**src/lnt_ram.sv**
```systemverilog
// Generic simple dual-port RAM with registered read.
module lnt_ram #(
    parameter int WIDTH = 8,
    parameter int DEPTH = 16
) (
    input  logic                     i_clk,
    input  logic                     i_we,
    input  logic [$clog2(DEPTH)-1:0] i_waddr,
    input  logic [WIDTH-1:0]         i_wdata,
    input  logic [$clog2(DEPTH)-1:0] i_raddr,
    output logic [WIDTH-1:0]         o_rdata
);

    logic [WIDTH-1:0] r_mem [DEPTH];
    logic [WIDTH-1:0] r_rdata;

    always_ff @(posedge i_clk) begin
        if (i_we) begin
            r_mem[i_waddr] <= i_wdata;
        end
        r_rdata <= r_mem[i_raddr];
    end

    assign o_rdata = r_rdata;

endmodule
```
**config.mk**
```make
export PLATFORM = sky130hd
export DESIGN_NAME = lnt_ram
export DESIGN_NICKNAME = d
export VERILOG_FILES = /design/src/lnt_ram.sv
export SDC_FILE = /design/constraint.sdc
export NUM_CORES = 1
export LEC_CHECK = 0
export BUFFER_PORTS_ARGS = -buffer_cell sky130_fd_sc_hd__buf_2
export CAP_MARGIN = 30
export CORE_ASPECT_RATIO = 1.75
export CORE_MARGIN = 1.5
export CORE_UTILIZATION = 65
export DETAILED_ROUTE_END_ITERATION = 10
export GPL_TIMING_DRIVEN = 0
export PLACE_DENSITY = 0.89
export SETUP_SLACK_MARGIN = 0.02
export SYNTH_ARGS = -nofsm -noshare
export SYNTH_HDL_FRONTEND = slang
export SYNTH_SLANG_ARGS = --single-unit
```
**constraint.sdc**
```tcl
create_clock -name i_clk -period 5.55 [get_ports i_clk]
set_input_delay 0.8325 -clock i_clk [delete_from_list [all_inputs] [get_ports i_clk]]
set_output_delay 0.8325 -clock i_clk [all_outputs]
set_load 0.05 [all_outputs]
```
---- Yosys cells after proc, flatten, opt, wreduce, memory -nomap -nowiden ----
Memories as Yosys holds them, arrays and structs flattened. A register that Yosys moved wholly into a read port is not among the register bits.
Cells that the tools add are included.
cells by class
  muxes and demuxes ....................... 2
operators with widths
  cell              count
  1-bit 2-to-1 mux  2
word-level totals
  flip-flop bits (word level) ............. 0
  RAM bits ................................ 128
  bits of input ports ..................... 18
  output and inout bits ................... 8
  memories kept ........................... 1
memories
  name   words  bits a word  rd ports  clocked after Yosys merged registers in  wr ports  RTL line  text
  r_mem  16     8            1         1                                        1         14        logic [WIDTH-1:0] r_mem [DEPTH];

---- Depth between registers and ports, before layout ----
Gate-level depths: netlist of run 1.
  depth after elaboration ................. 2
  depth in mapped cells ................... 5

---- Worst setup path before layout of run 1 ----
No wires, ideal clock.
  kind .................................... input-to-reg
  from .................................... in i_waddr[2]
  to ...................................... mem r_mem[0][0], enable pin
  setup time .............................. 0.383 ns
  arrival time ............................ 1.942 ns
  data required time ...................... 5.167 ns
  setup slack ............................. 3.225 ns
  stages on the path ...................... 2
  path through ............................ or3b_2 -> nor3_1
RTL lines
  what         RTL line  text
  from (decl)  8         input logic [$clog2(DEPTH)-1:0] i_waddr,
  to (decl)    14
No word-level cell before the write port.

---- Worst setup path in the final report of run 1 ----
  from .................................... in i_waddr[2]
  to ...................................... mem r_mem[0][3], enable pin
No word-level cell before the write port.

==> impl_metrics.sql, run 1 <==
INSERT INTO impl_metrics (metric_group, metric, value, unit) VALUES
('placement', 'post-place-ws', '2.99', 'ns'),
('global_routing', 'grt.total_usage', '0.266', ''),
('global_routing', 'overflow', '0', ''),
('cells_and_area', 'final_instance_area', '6000', 'um^2'),
('logic_synthesis', 'flop_and_latch_count_out_of_synthesis', '136', ''),
('sta', 'final_critical_path_setup_slack', '3.36', 'ns'),
('logic_synthesis', 'yosysUniqueCellTypes', '19', ''),
('hold_path', 'min_path_type', 'reg2reg', ''),
('power_and_ir_drop', 'vdd.ir_drop.worst', '0.000268', 'V'),
('floorplanning', 'floorplan.io_pins', '26', ''),
('clock_tree', 'clk_transition_reported_paths', '0.06', 'ns'),
('clock_tree', 'cts_resized', '0', ''),
('clock_tree', 'postCtsHoldBufs', '0', ''),
('setup_path', 'end_kind', 'flip-flop', ''),
('sta', 'maxSlewViolCount', '0', ''),
('route', 'final_antenna_net_count', '0', ''),
('placement', 'dp.cells', '345', ''),
('floorplanning', 'start_util', '0.676', ''),
('sta', 'hold_violations', '0', ''),
('setup_path', 'worst_ep_required_time', '5.66', 'ns'),
('power_and_ir_drop', 'seq_power_share', '0.482', ''),
('sta', 'actual_slew_at_the_worst_max_slew_pin', '0.849', 'ns'),
('power_and_ir_drop', 'power_frac_clock', '0.462', ''),
('logic_synthesis', 'ys_warn_count', '0', ''),
('power_and_ir_drop', 'cellLeakagePower', '2.06', 'nW'),
('logic_synthesis', 'synth_sequential_area_ratio', '0.778', ''),
('power_and_ir_drop', 'power.share.combinational', '0.056', ''),
('run_status', 'outcome', 'finished clean', ''),
('floorplanning', 'die_area', '8480', 'um^2'),
('route', 'routed_wl', '10200', 'um'),
('global_routing', 'first_global_vias', '2684', ''),
('power_and_ir_drop', 'internal_power_consumption', '1.91', 'mW'),
('route', 'drc', '0', ''),
('sta', 'layout_min_cycle_time', '2.19', 'ns'),
('route', 'detailroute.via_count', '2512', ''),
('logic_synthesis', 'synth_fp_nets', '247', ''),
('clock_tree', 'cts_num_sinks', '136', ''),
('placement', 'number_of_input_and_output_port_buffers_inserted', '24', ''),
('sta', 'rsz_0062_raised_after_global_routing', 'no', ''),
('placement', 'final_weighted_congestion_in_routability_driven_placement', '0.816', ''),
('power_and_ir_drop', 'p_switching', '489', 'uW'),
('setup_path', 'worstSetupStartpointType', 'primary input', ''),
('sta', 'max_slew_margin', '0.432', ''),
('global_routing', 'grt_pass1_wl', '15400', 'um'),
('power_and_ir_drop', 'power-per-cell-area', '399', 'nW/um^2'),
('floorplanning', 'rows', '42', ''),
('clock_tree', 'cts_root_buffer', 'clkbuf_16', ''),
('power_and_ir_drop', 'switching_share', '0.204', ''),
('global_routing', 'grt_max_degree', '17', ''),
('placement', 'dp.final_hpwl', '6340', 'um'),
('cells_and_area', 'layout-drive-gt1-share', '0.298', ''),
('cells_and_area', 'synthToLayoutAreaGrowth', '16.6', '%'),
('floorplanning', 'design.core.area', '7620', 'um^2'),
('route', 'wl_per_cell', '27.1', 'um'),
('route', 'detail_route.iter0.violations', '385', ''),
('setup_path', 'critPathMaxFanout', '5', ''),
('sta', 'max_freq', '457', 'MHz'),
('global_routing', 'antenna_found_initial', '0', ''),
('sta', 'holdWs', '0.693', 'ns'),
('setup_path', 'critical_path_arrival', '2.30', 'ns'),
('cells_and_area', 'design.final.nets', '294', ''),
('sta', 'timing.clock.skew', '0.00516', 'ns'),
('sta', 'setup_total_negative_slack', '0', 'ns'),
('logic_synthesis', 'synthesis.area_per_instance', '22.5', 'um^2'),
('clock_tree', 'tritoncts', 'yes', ''),
('placement', 'placedInstanceArea', '5400', 'um^2'),
('floorplanning', 'die_h', '121', 'um'),
('flow_run', 'maxCapViolations', '0', ''),
('cells_and_area', 'antennaDiodeCount', '0', ''),
('clock_tree', 'count_of_buffers_added_by_post_cts_timing_repair_for_setup', '0', ''),
('logic_synthesis', 'post_synth_inst_count', '229', ''),
('clock_tree', 'cts-root-to-sink-buffers', '2', ''),
('sta', 'period_share', '0.395', ''),
('route', 'drt-pass1-iter-count', '5', ''),
('clock_tree', 'clk-insertion-delay-late', '0.41', 'ns'),
('clock_tree', 'cts_buffers', '17', ''),
('logic_synthesis', 'synth.cell_area', '5150', 'um^2'),
('clock_tree', 'cts-htree-levels', '4', ''),
('route', 'post_drt_via_cell_ratio', '6.66', ''),
('setup_path', 'worst-setup-path-type', 'in2reg', ''),
('sta', 'finalSetupViolations', '0', ''),
('cells_and_area', 'layoutNonFillerInstCount', '377', ''),
('floorplanning', 'die_width', '70.3', 'um');
logic make-up (layout without fill, tap and decap cells):
family / after synthesis / count (layout) / synth area share
buffers and inverters: 10 / 70 / 0.0168
multiplexers: 32 / 32 / 0.150
AND/OR/NAND/NOR: 35 / 35 / 0.0318
flip-flops: 136 / 136 / 0.778
AO/OA/AOI/OAI: 16 / 16 / 0.0233
sequential cells by signal, indices dropped and copies added, names as in the netlist:
signal,cells
r_mem,128
o_rdata,8
critical path, cell delays in order:
cell and delay, ns:
buf_2 0.12, or3b_2 0.52, nor3_1 0.53, buf_2 0.29
Yosys cell counts, drive strengths merged:
library cell,number,area (um^2)
edfxtp,128,3840
mux4,32,773
a22oi,16,120
nor2,13,48.8
nand2,9,33.8
dfxtp,8,160
buf,7,56.3
nor3,4,20.0
clkdlybuf4s25,3,30.0
nand2b,2,12.5
nand3b,2,15.0
and2,1,6.26
and2b,1,7.51
nand3,1,5.00
nor2b,1,6.26
or3b,1,8.76
worst paths after layout:
path,startpoint,endpoint,slack (ns),depth (start not counted)
setup / recovery,i_waddr[2],r_mem[0][3],3.36,4
hold / removal,r_mem[15][1],o_rdata[1],0.69,3
setup reg to reg,r_mem[0][2],o_rdata[2],4.08,3
hold reg to reg,r_mem[15][1],o_rdata[1],0.69,3
cell type report:
cell class	instances	area [um^2]
Clock inverter	4	22.5
Fill cell	361	1620
Buffer	10	86.3
Tap cell	88	110
Sequential cell	136	4000
Clock buffer	28	581
Timing Repair Buffer	28	140
Multi-Input combinational cell	83	1060
cells in the final DEF, fill, tap and decap left out:
cell and count:
clkbuf_8 5, nor2b_1 1, nand2b_1 2, dfxtp_1 8
buf_4 1, mux4_1 14, edfxtp_1 128, or3b_2 1
clkinv_2 2, a22oi_1 16, inv_4 2, nor2_1 13
buf_6 3, nor3_1 4, mux4_2 18, and2_1 1
and2b_1 1, clkbuf_16 20, nand2_1 9, nand3_1 1
nand3b_1 2, clkbuf_1 3, clkdlybuf4s25_2 3, buf_2 31
power by group through the flow:
stage	sequential (mW)	clock (mW)	combinational, mW
2_1_floorplan	1.20	0	0.0583
3_3_place_gp	1.17	0	0.126
3_5_place_dp	1.18	0	0.133
4_1_cts	1.16	1.11	0.134
5_1_grt	1.16	1.15	0.141
6_report	1.16	1.11	0.135
metrics by stage:
step | utilization | total power [mW]
after global placement | 0.706 | 1.30
after detailed placement | 0.708 | 1.31
after CTS | 0.788 | 2.40
after floorplan | - | 1.26
final | 0.788 | 2.40
after global routing | 0.788 | 2.45
layer usage:
layer	GRT usage	routed length (um)
met1	0.325	3690
met2	0.440	5460
met3	0.0617	653
met4	0.141	415
met5	0	0
Note: power is estimated with default switching activity, not from simulation.
==> run 2: changes to the inputs <==
--- a/config.mk
+++ b/config.mk
@@ -9,10 +9,10 @@
 export CAP_MARGIN = 30
 export CORE_ASPECT_RATIO = 1.75
 export CORE_MARGIN = 1.5
-export CORE_UTILIZATION = 65
+export CORE_UTILIZATION = 54
 export DETAILED_ROUTE_END_ITERATION = 10
 export GPL_TIMING_DRIVEN = 0
-export PLACE_DENSITY = 0.89
+export PLACE_DENSITY = 0.79
 export SETUP_SLACK_MARGIN = 0.02
 export SYNTH_ARGS = -nofsm -noshare
 export SYNTH_HDL_FRONTEND = slang
==> constraint.sdc (replaced) <==
create_clock -name i_clk -period 2 [get_ports i_clk]
set_input_delay 0.3 -clock i_clk [delete_from_list [all_inputs] [get_ports i_clk]]
set_output_delay 0.3 -clock i_clk [all_outputs]
set_load 0.05 [all_outputs]
==> run 2 against run 1 <==
  * First-iteration DRC count decreased by 44%
  * Critical path depth shrank 1
  * Die area grew 20%
  * Highest routed layer unchanged
==> impl_metrics.sql, run 2 (same netlist as run 1, synthesis figures left out) <==
INSERT INTO impl_metrics (metric_group, metric, value, unit) VALUES
('global_routing', 'grt.total_usage', '0.219', ''),
('route', 'final_antenna_net_count', '0', ''),
('sta', 'final_critical_path_setup_slack', '0.462', 'ns'),
('placement', 'final_weighted_congestion_in_routability_driven_placement', '0.820', ''),
('global_routing', 'grt_max_degree', '17', ''),
('floorplanning', 'rows', '47', ''),
('sta', 'layout_min_cycle_time', '1.54', 'ns'),
('cells_and_area', 'post-route-util', '0.645', ''),
('cells_and_area', 'layout-drive-gt1-share', '0.301', ''),
('clock_tree', 'cts_root_buffer', 'clkbuf_16', ''),
('clock_tree', 'postCtsHoldBufs', '0', ''),
('floorplanning', 'die_h', '132', 'um'),
('cells_and_area', 'largest_register_ffs', '128', ''),
('floorplanning', 'die_area', '10200', 'um^2'),
('flow_run', 'maxCapViolations', '0', ''),
('clock_tree', 'clk-insertion-delay-late', '0.41', 'ns'),
('power_and_ir_drop', 'switching_share', '0.206', ''),
('placement', 'post-place-ws', '-0.0143', 'ns'),
('route', 'drc', '0', ''),
('cells_and_area', 'antennaDiodeCount', '0', ''),
('sta', 'timing.clock.skew', '0.00460', 'ns'),
('clock_tree', 'clk_transition_reported_paths', '0.05', 'ns'),
('clock_tree', 'count_of_buffers_added_by_post_cts_timing_repair_for_setup', '0', ''),
('clock_tree', 'cts-htree-levels', '4', ''),
('power_and_ir_drop', 'cellLeakagePower', '2.04', 'nW'),
('cells_and_area', 'largest-register', 'r_mem', ''),
('sta', 'actual_slew_at_the_worst_max_slew_pin', '0.818', 'ns'),
('route', 'post_drt_via_cell_ratio', '6.00', ''),
('cells_and_area', 'design.final.nets', '294', ''),
('clock_tree', 'cts_buffers', '17', ''),
('sta', 'setup_total_negative_slack', '0', 'ns'),
('cells_and_area', 'final_instance_area', '6030', 'um^2'),
('power_and_ir_drop', 'p_switching', '1.37', 'mW'),
('setup_path', 'crit_chain', 'buf_2 -> or3b_2 -> nor2_1', ''),
('setup_path', 'worstSetupStartpointType', 'primary input', ''),
('clock_tree', 'cts_resized', '0', ''),
('route', 'drt-pass1-iter-count', '9', ''),
('hold_path', 'min_path_type', 'in2reg', ''),
('floorplanning', 'floorplan.io_pins', '26', ''),
('route', 'detailroute.via_count', '2468', ''),
('sta', 'max_slew_margin', '0.453', ''),
('cells_and_area', 'mostFrequentLayoutCell', 'edfxtp_1', ''),
('clock_tree', 'cts-root-to-sink-buffers', '2', ''),
('cells_and_area', 'synthToLayoutAreaGrowth', '17.1', '%'),
('placement', 'dp.cells', '379', ''),
('sta', 'finalSetupViolations', '0', ''),
('route', 'wl_per_cell', '24.2', 'um'),
('floorplanning', 'start_util', '0.551', ''),
('cells_and_area', 'layoutNonFillerInstCount', '411', ''),
('setup_path', 'timing.critical_path.slowest_stage_cell', 'nor2_1', ''),
('cells_and_area', 'n_fill_cell', '606', ''),
('power_and_ir_drop', 'power-per-cell-area', '1100', 'nW/um^2'),
('route', 'detail_route.iter0.violations', '217', ''),
('setup_path', 'total_buffers_and_inverters_traversed_by_the_critical_path', '1', ''),
('placement', 'dp.final_hpwl', '6340', 'um'),
('setup_path', 'end_kind', 'flip-flop', ''),
('global_routing', 'overflow', '0', ''),
('setup_path', 'critical_path_arrival', '1.57', 'ns'),
('clock_tree', 'cts_num_sinks', '136', ''),
('power_and_ir_drop', 'power_frac_clock', '0.460', ''),
('power_and_ir_drop', 'totalPowerFinal', '6.61', 'mW'),
('setup_path', 'worst_ep_required_time', '2.04', 'ns'),
('route', 'routed_wl', '9950', 'um'),
('sta', 'maxSlewViolCount', '0', ''),
('power_and_ir_drop', 'internal_power_consumption', '5.25', 'mW'),
('floorplanning', 'design.core.area', '9350', 'um^2'),
('placement', 'number_of_input_and_output_port_buffers_inserted', '24', ''),
('run_status', 'outcome', 'finished clean', ''),
('sta', 'rsz_0062_raised_after_global_routing', 'no', ''),
('global_routing', 'first_global_vias', '2674', ''),
('setup_path', 'critPathMaxFanout', '8', ''),
('power_and_ir_drop', 'seq_power_share', '0.484', ''),
('global_routing', 'antenna_found_initial', '0', ''),
('placement', 'placedInstanceArea', '5440', 'um^2'),
('global_routing', 'grt_pass1_wl', '15200', 'um'),
('sta', 'hold_violations', '0', ''),
('power_and_ir_drop', 'power.share.combinational', '0.056', ''),
('floorplanning', 'die_width', '76.8', 'um'),
('cells_and_area', 'final_cell_mix', 'edfxtp_1, buf_2, mux4_2, clkbuf_16, a22oi_1', ''),
('setup_path', 'worst_path_dominant_cell_family', 'simple AND/OR/NAND/NOR gates', ''),
('power_and_ir_drop', 'vdd.ir_drop.worst', '0.000894', 'V'),
('setup_path', 'worst-setup-path-type', 'in2reg', ''),
('sta', 'max_freq', '650', 'MHz'),
('clock_tree', 'tritoncts', 'yes', ''),
('sta', 'holdWs', '0.289', 'ns'),
('setup_path', 'cpPeakStageDelay', '0.65', 'ns'),
('sta', 'period_share', '0.769', '');
[run 2: cell types whose count changed in the layout (fill, tap and decap cells not counted), moves of 2 or more]
| cell | delta |
|---|---|
| clkbuf_8 | -5 |
| clkinvlp_4 | +5 |
| bufinv_16 | +3 |
| clkbuf_1 | -3 |
| clkbuf_16 | -3 |
| clkinv_2 | +3 |
| clkinv_1 | +2 |
| inv_4 | -2 |
[run 2: power by group through the flow]
stage,combinational [mW],sequential [mW],clock [mW]
after detailed placement,0.368,3.26,0
after global placement,0.355,3.26,0
after CTS,0.371,3.21,3.07
after global routing,0.388,3.21,3.20
after floorplan,0.162,3.33,0
final,0.369,3.20,3.04
[run 2: layer usage]
layer  up-vias  GRT usage  wire (um)
met4         0      0.123        460
met2       102      0.375       5360
met5         -          0          0
li1       1064          -          -
met3        29     0.0644        451
met1      1273      0.241       3680
[run 2: path summary, 6_finish.rpt]
kind                     start     endpoint  slack [ns]  depth (start not counted)
setup / recovery    i_waddr[2]  r_mem[1][7]        0.46                          3
hold / removal      i_wdata[6]  r_mem[5][6]        0.29                          1
setup reg to reg   r_mem[1][5]   o_rdata[5]        0.57                          3
hold reg to reg   r_mem[14][2]   o_rdata[2]        0.68                          3
[run 2: cell type report]
| type | count | area (um^2) | area share |
|---|---|---|---|
| flip-flops and latches | 136 | 4000 | 0.664 |
| multi-input cells | 83 | 1060 | 0.175 |
| clock buffers | 17 | 425 | 0.0706 |
| clock inverters | 15 | 160 | 0.0266 |
| well taps | 122 | 153 | 0.0253 |
| repair buffers | 28 | 143 | 0.0237 |
| plain buffers | 10 | 86.3 | 0.0143 |
==> run 3: changes to the inputs <==
==> constraint.sdc (replaced) <==
create_clock -name i_clk -period 1.32 [get_ports i_clk]
set_input_delay 0.198 -clock i_clk [delete_from_list [all_inputs] [get_ports i_clk]]
set_output_delay 0.198 -clock i_clk [all_outputs]
set_load 0.05 [all_outputs]
==> run 3 against run 2 <==
  * The run now ends with negative setup slack left
  * Critical path depth unchanged
  * Largest power group unchanged
  * Final cell count decreased by 0.97%
  * Die area unchanged
  * Highest routed layer unchanged
  * Critical path type is now reg2reg
==> impl_metrics.sql, run 3 (same netlist as run 1, synthesis figures left out) <==
INSERT INTO impl_metrics (metric_group, metric, value, unit) VALUES
('run_status', 'outcome', 'finished, violations left', ''),
('run_status', 'violations', 'negative setup slack', ''),
('power_and_ir_drop', 'internal_power_consumption', '7.78', 'mW'),
('hold_path', 'hold_path.startpoint', 'i_wdata[5]', ''),
('clock_tree', 'cts_num_sinks', '136', ''),
('power_and_ir_drop', 'totalPowerFinal', '9.86', 'mW'),
('setup_path', 'worst-setup-path-type', 'reg2reg', ''),
('sta', 'rsz_0062_raised_after_global_routing', 'yes', ''),
('clock_tree', 'cts_root_buffer', 'clkbuf_16', ''),
('floorplanning', 'design.core.area', '9350', 'um^2'),
('flow_run', 'maxCapViolations', '0', ''),
('setup_path', 'end_kind', 'flip-flop', ''),
('power_and_ir_drop', 'power_frac_clock', '0.448', ''),
('cells_and_area', 'design.final.nets', '290', ''),
('sta', 'timing.clock.skew', '0.00316', 'ns'),
('placement', 'number_of_input_and_output_port_buffers_inserted', '24', ''),
('cells_and_area', 'antennaDiodeCount', '0', ''),
('global_routing', 'antenna_found_initial', '0', ''),
('global_routing', 'grt_pass1_wl', '14900', 'um'),
('clock_tree', 'cts-htree-levels', '4', ''),
('setup_path', 'critical_path_arrival', '1.62', 'ns'),
('sta', 'holdWs', '0.185', 'ns'),
('hold_path', 'min_path_type', 'in2reg', ''),
('placement', 'dp.final_hpwl', '6520', 'um'),
('power_and_ir_drop', 'switching_share', '0.211', ''),
('setup_path', 'worst_r2r_endpoint', 'o_rdata[7]', ''),
('power_and_ir_drop', 'cellLeakagePower', '1.98', 'nW'),
('cells_and_area', 'largest_register_ffs', '128', ''),
('setup_path', 'worstRegToRegCells', '3', ''),
('cells_and_area', 'layout-drive-gt1-share', '0.372', ''),
('hold_path', 'whs_endpoint', 'r_mem[7][5]', ''),
('global_routing', 'first_global_vias', '2518', ''),
('global_routing', 'grt.total_usage', '0.217', ''),
('placement', 'dp.cells', '375', ''),
('route', 'final_antenna_net_count', '0', ''),
('setup_path', 'ff2ff_setup_slack', '-0.02', 'ns'),
('sta', 'setup_total_negative_slack', '-0.0151', 'ns'),
('cells_and_area', 'mostFrequentLayoutCell', 'edfxtp_1', ''),
('hold_path', 'holdPathStages', '1', ''),
('setup_path', 'worstSetupStartpointType', 'flip-flop', ''),
('floorplanning', 'die_h', '132', 'um'),
('placement', 'post-place-ws', '-0.357', 'ns'),
('sta', 'period_share', '1.01', ''),
('cells_and_area', 'layoutNonFillerInstCount', '407', ''),
('clock_tree', 'cts-root-to-sink-buffers', '2', ''),
('sta', 'layout_min_cycle_time', '1.34', 'ns'),
('global_routing', 'grt_max_degree', '17', ''),
('floorplanning', 'die_area', '10200', 'um^2'),
('route', 'drt-pass1-iter-count', '4', ''),
('floorplanning', 'die_width', '76.8', 'um'),
('sta', 'final_critical_path_setup_slack', '-0.0151', 'ns'),
('sta', 'max_slew_margin', '0.456', ''),
('floorplanning', 'rows', '47', ''),
('sta', 'hold_violations', '0', ''),
('route', 'wl_per_cell', '24.4', 'um'),
('clock_tree', 'tritoncts', 'yes', ''),
('setup_path', 'critPathMaxFanout', '1', ''),
('placement', 'placedInstanceArea', '5460', 'um^2'),
('power_and_ir_drop', 'vdd.ir_drop.worst', '0.00125', 'V'),
('power_and_ir_drop', 'p_switching', '2.08', 'mW'),
('sta', 'finalSetupViolations', '1', ''),
('global_routing', 'overflow', '0', ''),
('sta', 'max_freq', '749', 'MHz'),
('power_and_ir_drop', 'seq_power_share', '0.492', ''),
('cells_and_area', 'largest-register', 'r_mem', ''),
('clock_tree', 'cts_buffers', '17', ''),
('route', 'post_drt_via_cell_ratio', '5.85', ''),
('route', 'detailroute.via_count', '2379', ''),
('power_and_ir_drop', 'power.share.combinational', '0.060', ''),
('route', 'routed_wl', '9940', 'um'),
('cells_and_area', 'final_cell_mix', 'edfxtp_1, buf_2, mux4_2, clkbuf_16, nor2_1', ''),
('floorplanning', 'start_util', '0.551', ''),
('clock_tree', 'clk-insertion-delay-late', '0.41', 'ns'),
('placement', 'final_weighted_congestion_in_routability_driven_placement', '0.805', ''),
('route', 'drc', '0', ''),
('route', 'detail_route.iter0.violations', '217', ''),
('setup_path', 'worst_ep_required_time', '1.60', 'ns'),
('cells_and_area', 'synthToLayoutAreaGrowth', '17.3', '%'),
('setup_path', 'r2r_start', 'r_mem[7][7]', ''),
('clock_tree', 'clk_transition_reported_paths', '0.06', 'ns'),
('sta', 'actual_slew_at_the_worst_max_slew_pin', '0.814', 'ns'),
('power_and_ir_drop', 'power-per-cell-area', '1630', 'nW/um^2'),
('sta', 'maxSlewViolCount', '0', ''),
('cells_and_area', 'final_instance_area', '6040', 'um^2'),
('floorplanning', 'floorplan.io_pins', '26', ''),
('cells_and_area', 'post-route-util', '0.646', ''),
('clock_tree', 'count_of_buffers_added_by_post_cts_timing_repair_for_setup', '0', '');
## run 3: final cells by class
cell class	instances	area, um^2
Sequential cell	136	4000
Multi-Input combinational cell	83	1100
Clock inverter	14	134
Buffer	10	93.8
Tap cell	122	153
Timing Repair Buffer	24	120
Fill cell	609	3310
Clock buffer	18	429
## run 3: worst max path at each step
stage | from | to | slack [ns] | cells past startpoint
finish | r_mem[7][7] | o_rdata[7] | -0.02 | 3
global route | r_mem[7][7] | o_rdata[7] | -0.01 | 3
CTS | r_mem[7][7] | o_rdata[7] | -0.02 | 3
detailed placement | i_waddr[1] | r_mem[5][7] | -0.36 | 3
global placement | i_waddr[1] | r_mem[9][3] | -0.33 | 3
floorplan | i_raddr[0] | o_rdata[1] | -0.01 | 5
## run 3: what timing repair did
item	CTS	global route
gates resized for setup	12	6
hold buffers	0	0
setup endpoints to repair	5	8
pin swaps	4	5
endpoints found under the hold margin	0	0
## run 3: metal layers
| layer | global-route usage | vias up | part of all wire |
|---|---|---|---|
| li1 | - | 1049 | - |
| met1 | 0.250 | 1222 | 0.37 |
| met2 | 0.370 | 91 | 0.55 |
| met3 | 0.0657 | 17 | 0.050 |
| met4 | 0.0998 | 0 | 0.030 |
| met5 | 0 | - | 0 |
## run 3: critical path, cell delays in order (launching register included)
cell	delay (ns)
edfxtp_1	0.36
mux4_2	0.53
a22oi_2	0.19
nand2_1	0.12
## run 3: power by group through the flow
stage               Clock, mW  Sequential [mW]  Combinational [mW]
floorplan                   0             5.04               0.253
global route             4.66             4.86               0.626
detailed placement          0             4.94               0.572
finish                   4.41             4.86               0.593
global placement            0             4.93               0.552
CTS                      4.47             4.86               0.591
